<file path="config.mk">
export PLATFORM = sky130hd
export DESIGN_NAME = bfsa_round
export DESIGN_NICKNAME = d
export VERILOG_FILES = /design/src/rtl/bfsa_pkg.sv /design/src/rtl/bfsa_round.sv
export SDC_FILE = /design/constraint.sdc
export NUM_CORES = 1
export LEC_CHECK = 0
export ABC_CLOCK_PERIOD_IN_PS = 5200
export BUFFER_PORTS_ARGS = -buffer_cell sky130_fd_sc_hd__buf_2
export CAP_MARGIN = 30
export CORE_ASPECT_RATIO = 2
export CORE_UTILIZATION = 30
export CTS_CLUSTER_DIAMETER = 150
export DETAILED_ROUTE_END_ITERATION = 16
export GPL_ROUTABILITY_DRIVEN = 0
export PLACE_DENSITY_LB_ADDON = 0.05
export REMOVE_ABC_BUFFERS = 1
export SYNTH_ARGS = -nofsm -noshare
export SYNTH_HDL_FRONTEND = slang
export SYNTH_SLANG_ARGS = --single-unit
</file>
<file path="constraint.sdc">
create_clock -name clk -period 5.2 [get_ports clk]
set_input_delay 1.04 -clock clk [delete_from_list [all_inputs] [get_ports clk]]
set_output_delay 1.04 -clock clk [all_outputs]
set_load 0.05 [all_outputs]
</file>
<file path="src/rtl/bfsa_pkg.sv">
// ----------------------------------------------------------------------------
// bfsa_pkg
// Shared types and constants for the best-fit split allocator.
// ----------------------------------------------------------------------------
package bfsa_pkg;

    localparam int MAX_BLOCKS_DEF  = 64;
    localparam int ALIGN_BYTES_DEF = 256;
    localparam int ADDR_BITS_DEF   = 48;

    localparam logic [47:0] POOL_BASE_RST      = 48'd4096;
    localparam logic [31:0] POOL_SIZE_RST      = 32'd0;
    localparam logic [15:0] SPLIT_OVERHEAD_RST = 16'd256;

    // Register indexes on the configuration port.
    localparam logic [1:0] REG_POOL_BASE      = 2'd0;
    localparam logic [1:0] REG_POOL_SIZE      = 2'd1;
    localparam logic [1:0] REG_SPLIT_OVERHEAD = 2'd2;

    // Request modes.
    localparam logic [1:0] MODE_ALLOC = 2'd0;
    localparam logic [1:0] MODE_FREE  = 2'd1;
    localparam logic [1:0] MODE_RESET = 2'd2;
    localparam logic [1:0] MODE_QUERY = 2'd3;

    // Result status codes.
    localparam logic [1:0] STATUS_OK      = 2'd0;
    localparam logic [1:0] STATUS_NULL    = 2'd1;
    localparam logic [1:0] STATUS_OOM     = 2'd2;
    localparam logic [1:0] STATUS_BAD_PTR = 2'd3;

    typedef enum logic [3:0] {
        ST_INIT,
        ST_IDLE,
        ST_ROUND,
        ST_SCAN,
        ST_SPLIT_WR,
        ST_GRANT_WR,
        ST_FREE_WR,
        ST_CLEAR,
        ST_DONE
    } state_t;

    // Write controls into the block table.
    typedef struct packed {
        logic        data_we;
        logic        meta_we;
        logic        meta_free;
        logic [15:0] meta_stamp;
    } tbl_wr_t;

endpackage

</file>
<file path="src/rtl/bfsa_round.sv">
// ----------------------------------------------------------------------------
// bfsa_round
// Rounds a request size up to the alignment through multiply, subtract and fix steps.
// ----------------------------------------------------------------------------
module bfsa_round #(
    parameter int ALIGN_BYTES = bfsa_pkg::ALIGN_BYTES_DEF
) (
    input  logic        clk,
    input  logic        rst_n,
    input  logic        start,
    input  logic [31:0] req,
    output logic        done,
    output logic [32:0] aligned
);

    // The quotient comes from a multiply by the scaled reciprocal of the
    // alignment. That estimate is at most one short, so a single compare
    // and subtract brings the remainder below the alignment.
    localparam logic [32:0] RECIP   = 33'((64'd1 << 32) / 64'(ALIGN_BYTES));
    localparam logic [31:0] ALIGN_W = 32'(ALIGN_BYTES);

    logic        mul_reg, mul_next;
    logic        sub_reg, sub_next;
    logic        fix_reg, fix_next;
    logic        done_reg, done_next;
    logic [31:0] req_reg, req_next;
    logic [31:0] quot_reg, quot_next;
    logic [31:0] rem_reg, rem_next;
    logic [64:0] prod;

    always_comb
    begin
        mul_next  = start;
        sub_next  = mul_reg;
        fix_next  = sub_reg;
        done_next = fix_reg;
        req_next  = start ? req : req_reg;
        prod      = 65'(req_reg) * 65'(RECIP);
        quot_next = mul_reg ? prod[63:32] : quot_reg;
        rem_next  = rem_reg;
        if (sub_reg)
        begin
            rem_next = req_reg - quot_reg * ALIGN_W;
        end
        else if (fix_reg && (rem_reg >= ALIGN_W))
        begin
            rem_next = rem_reg - ALIGN_W;
        end
    end

    always_ff @(posedge clk or negedge rst_n)
    begin
        if (!rst_n)
        begin
            mul_reg  <= 1'b0;
            sub_reg  <= 1'b0;
            fix_reg  <= 1'b0;
            done_reg <= 1'b0;
        end
        else
        begin
            mul_reg  <= mul_next;
            sub_reg  <= sub_next;
            fix_reg  <= fix_next;
            done_reg <= done_next;
        end
    end

    always_ff @(posedge clk)
    begin
        req_reg  <= req_next;
        quot_reg <= quot_next;
        rem_reg  <= rem_next;
    end

    assign done    = done_reg;
    assign aligned = {1'b0, req_reg}
                   + ((rem_reg == 32'd0) ? 33'd0 : {1'b0, ALIGN_W - rem_reg});

endmodule

</file>
==> flow_summary_export.csv <==
group,metric,value,unit
worst_setup_path,cp_slowest_cell,"or4_4",
min_path,holdPathStages,0,
synth,synth.largest_area_cell,"edfxtp_1",
drt,vias_per_cell,5.31,
synth,yosys.area_share.simple,17.3,%
synth,synth_top_family_by_area,"compound AO/OA/AOI/OAI gates",
finish,ff_latch_area,2740,sq um
place,dp.cells,1144,
die,ioPinCount,69,
drt,via_count,6331,
worst_setup_path,critical-path-max-stage-delay,0.57,ns
timing,setup_viol,14,
place,dp_hpwl,18.5,mm
finish,multi_input_area,4640,sq um
synth,async_flop_share,4.35,%
timing,clock_skew,0.0118,ns
power_and_ir_drop,p_leak,3.90,nW
synth,syn_area_per_cell,9.42,sq um
die,die_w,112,um
timing,hold_viol,0,
worst_setup_path,crit_path_end_kind,"output pin",
drt,routedWlPerCell,19.7,um
power_and_ir_drop,power.density,458,nW/um^2
synth,ys.flop_type,"edfxtp_1",
clock_tree,path_clk_slew,0.08,ns
worst_setup_path,arrival,4.32,ns
clock_tree,root_buffer,"clkbuf_16",
synth,netlist.area_leader.share,36.7,%
synth,synth_xor_area_share,10.6,%
clock_tree,cts_buffers,9,
drt,drt_iter0_markers,216,
clock_tree,cts_tree,"yes",
global_route,grt_use_total,19.6,%
job,cap_violations,0,
finish,layout_common_cells,"edfxtp_1, buf_4, nor2_1",
min_path,hold_class,"reg -> reg",
synth,synth_compound_area_share,18.4,%
die,coreArea,23400,sq um
die,rows,79,
global_route,grt_max_degree,45,
worst_setup_path,worst_path_most_repeated_cell,"buf_6",
synth,synth_area,7200,sq um
clock_tree,clockBufferDepth,2,
timing,min_period_over_period,103,%
timing,slew_violations,0,
run_status,violations,"DRC, setup timing",
die,die_h,221,um
synth,synth_cell_type_count,72,
worst_setup_path,cp_cell_sequence,"or4_4, nor3_4, nand4_1, nor3_4, buf_6, buf_6, buf_6, nor2_1, ha_2, buf_4, o21ai_2, a21oi_2, o31ai_4, a21oi_4, o21bai_4, buf_6, o211a_1, a311oi_2, buf_6",
global_route,grt_pass1_vias,6686,
synth,synth_fa_ha_area_share,10.8,%
timing,rsz0062_at_grt,"true",
synth,synth_edf_count,88,
finish,fin_cells,1192,
worst_setup_path,r2r-end,"rem_reg[31]",
power_and_ir_drop,irDropWorstVdd,0.434,mV
timing,fmax,0.187,GHz
worst_setup_path,crit_path_max_fanout,4,
timing,min_period,5.36,ns
synth,ys_warn_count,0,
min_path,min-delay-start,"done_next",
finish,fillerInstances,2342,
drt,dr.pass1.iters,10,
worst_setup_path,r2r_start,"req_reg[23]",
die,dieArea,24700,sq um
worst_setup_path,crit_type,"reg -> out",
place,portBuffers,68,
finish,nNetsFinal,1000,
clock_tree,holdBufCountCts,0,
worst_setup_path,worstSetupStartpointType,"flop",
finish,area_delta_synth_final,30.1,%
timing,relSlewSlack,44.3,%
finish,final_common_cell,"edfxtp_1",
synth,ys_seq_elements,92,
drt,post-route-drc-count,2,
synth,syn_inst,764,
global_route,grt_overflow_total,0,
global_route,grt_pass1_wl,36.2,mm
worst_setup_path,crit_required,4.16,ns
global_route,antenna_found_initial,0,
run_status,status,"finished with violations",
clock_tree,clock-sinks,92,
clock_tree,htree_levels,3,
finish,n_antenna_cell,0,
synth,synthTopCellsByArea,"edfxtp_1, ha_1, xnor2_1",
worst_setup_path,reg2reg_slack,2.09,ns
timing,worst_pin_slew,0.836,ns
power_and_ir_drop,finalPower,4.29,mW
die,start_util,30.7,%
synth,synth.area.mux_share,0.991,%
finish,drive_gt1_share,28.6,%
worst_setup_path,reg2reg_depth,8,
timing,whs,0.399,ns
min_path,min_to,"done",
synth,ys_seq_area_share,38.1,%
drt,ant_nets,0,
clock_tree,clock_latency,0.37,ns
drt,wirelength,23.5,mm
timing,fin_ws,-0.158,ns
-- repair_timing --
action,CTS,global route
endpoints found under the setup margin,20,23
pin swaps,32,36
gates resized for setup,97,48
setup buffers,17,18
-- worst max path at each step --
stage	start	to	cells after the start
after floorplan	rem_reg[16]	aligned[29]	13
after global placement	rem_reg[5]	aligned[25]	17
after detailed placement	rem_reg[16]	aligned[25]	16
after CTS	rem_reg[18]	aligned[14]	15
after global routing	rem_reg[18]	aligned[18]	17
final	rem_reg[18]	aligned[29]	19
-- synthesized netlist by cell type, types with 7 or more instances --
library cell,instances
a211oi_1,8
nor2b_1,7
xnor2_1,55
o21ai_0,44
ha_1,59
nand2_1,61
and2_1,12
clkbuf_1,26
nor2_1,66
a21oi_1,62
and3_1,7
edfxtp_1,88
inv_1,38
a21o_1,30
nand4_1,10
nand2b_1,13
nor4_1,8
xor2_1,32
nand3_1,15
nor3_1,22
-- routing by layer --
metal  track usage [%]  routed length (um)
met2              41.3               14200
met1              16.7                7450
met5                 0                   0
met4              12.2                1380
met3              2.38                 392
-- stage by stage --
step	util (%)	setup slack (ns)	TNS [ns]	cell area (sq um)
after floorplan	-	-0.874	-4.66	7070
after global placement	35.0	0.0101	0	8200
after detailed placement	35.1	-0.105	-0.308	8230
after CTS	38.6	-0.227	-1.85	9030
after global routing	40.0	-0.348	-4.08	9370
final	40.0	-0.158	-1.37	9370
-- layout make-up --
| type | instances | share of cell area, % |
|---|---|---|
| clock buffers | 10 | 2.44 |
| repair buffers | 160 | 12.7 |
| clock inverters | 6 | 0.761 |
| multi-input cells | 602 | 49.5 |
| inverters | 39 | 1.56 |
| well taps | 283 | 3.78 |
| flip-flops and latches | 92 | 29.3 |
-- worst max-delay path, delay by kind of cell (launching register included) --
| kind | cells | cell delay [ns] |
|---|---|---|
| flops | 1 | 0.39 |
| compound gates | 7 | 1.22 |
| buf+inv | 6 | 0.80 |
| simple gates | 5 | 1.20 |
| fa+ha+maj | 1 | 0.34 |
-- report_power, final --
group	total (mW)	switching, mW	leakage (nW)	internal (mW)
Sequential	1.02	0.0933	0.925	0.926
Combinational	2.56	1.58	2.83	0.979
Clock	0.707	0.327	0.145	0.380
-- kinds of logic after synthesis --
logic type,count (synthesis)
AO/OA/AOI/OAI,202
AND/OR/NAND/NOR,245
adder cells (fa/ha/maj),61
multiplexers,7
flip-flops,92
XOR/XNOR,87
buffers and inverters,70
(Power assumes the default switching activity.)
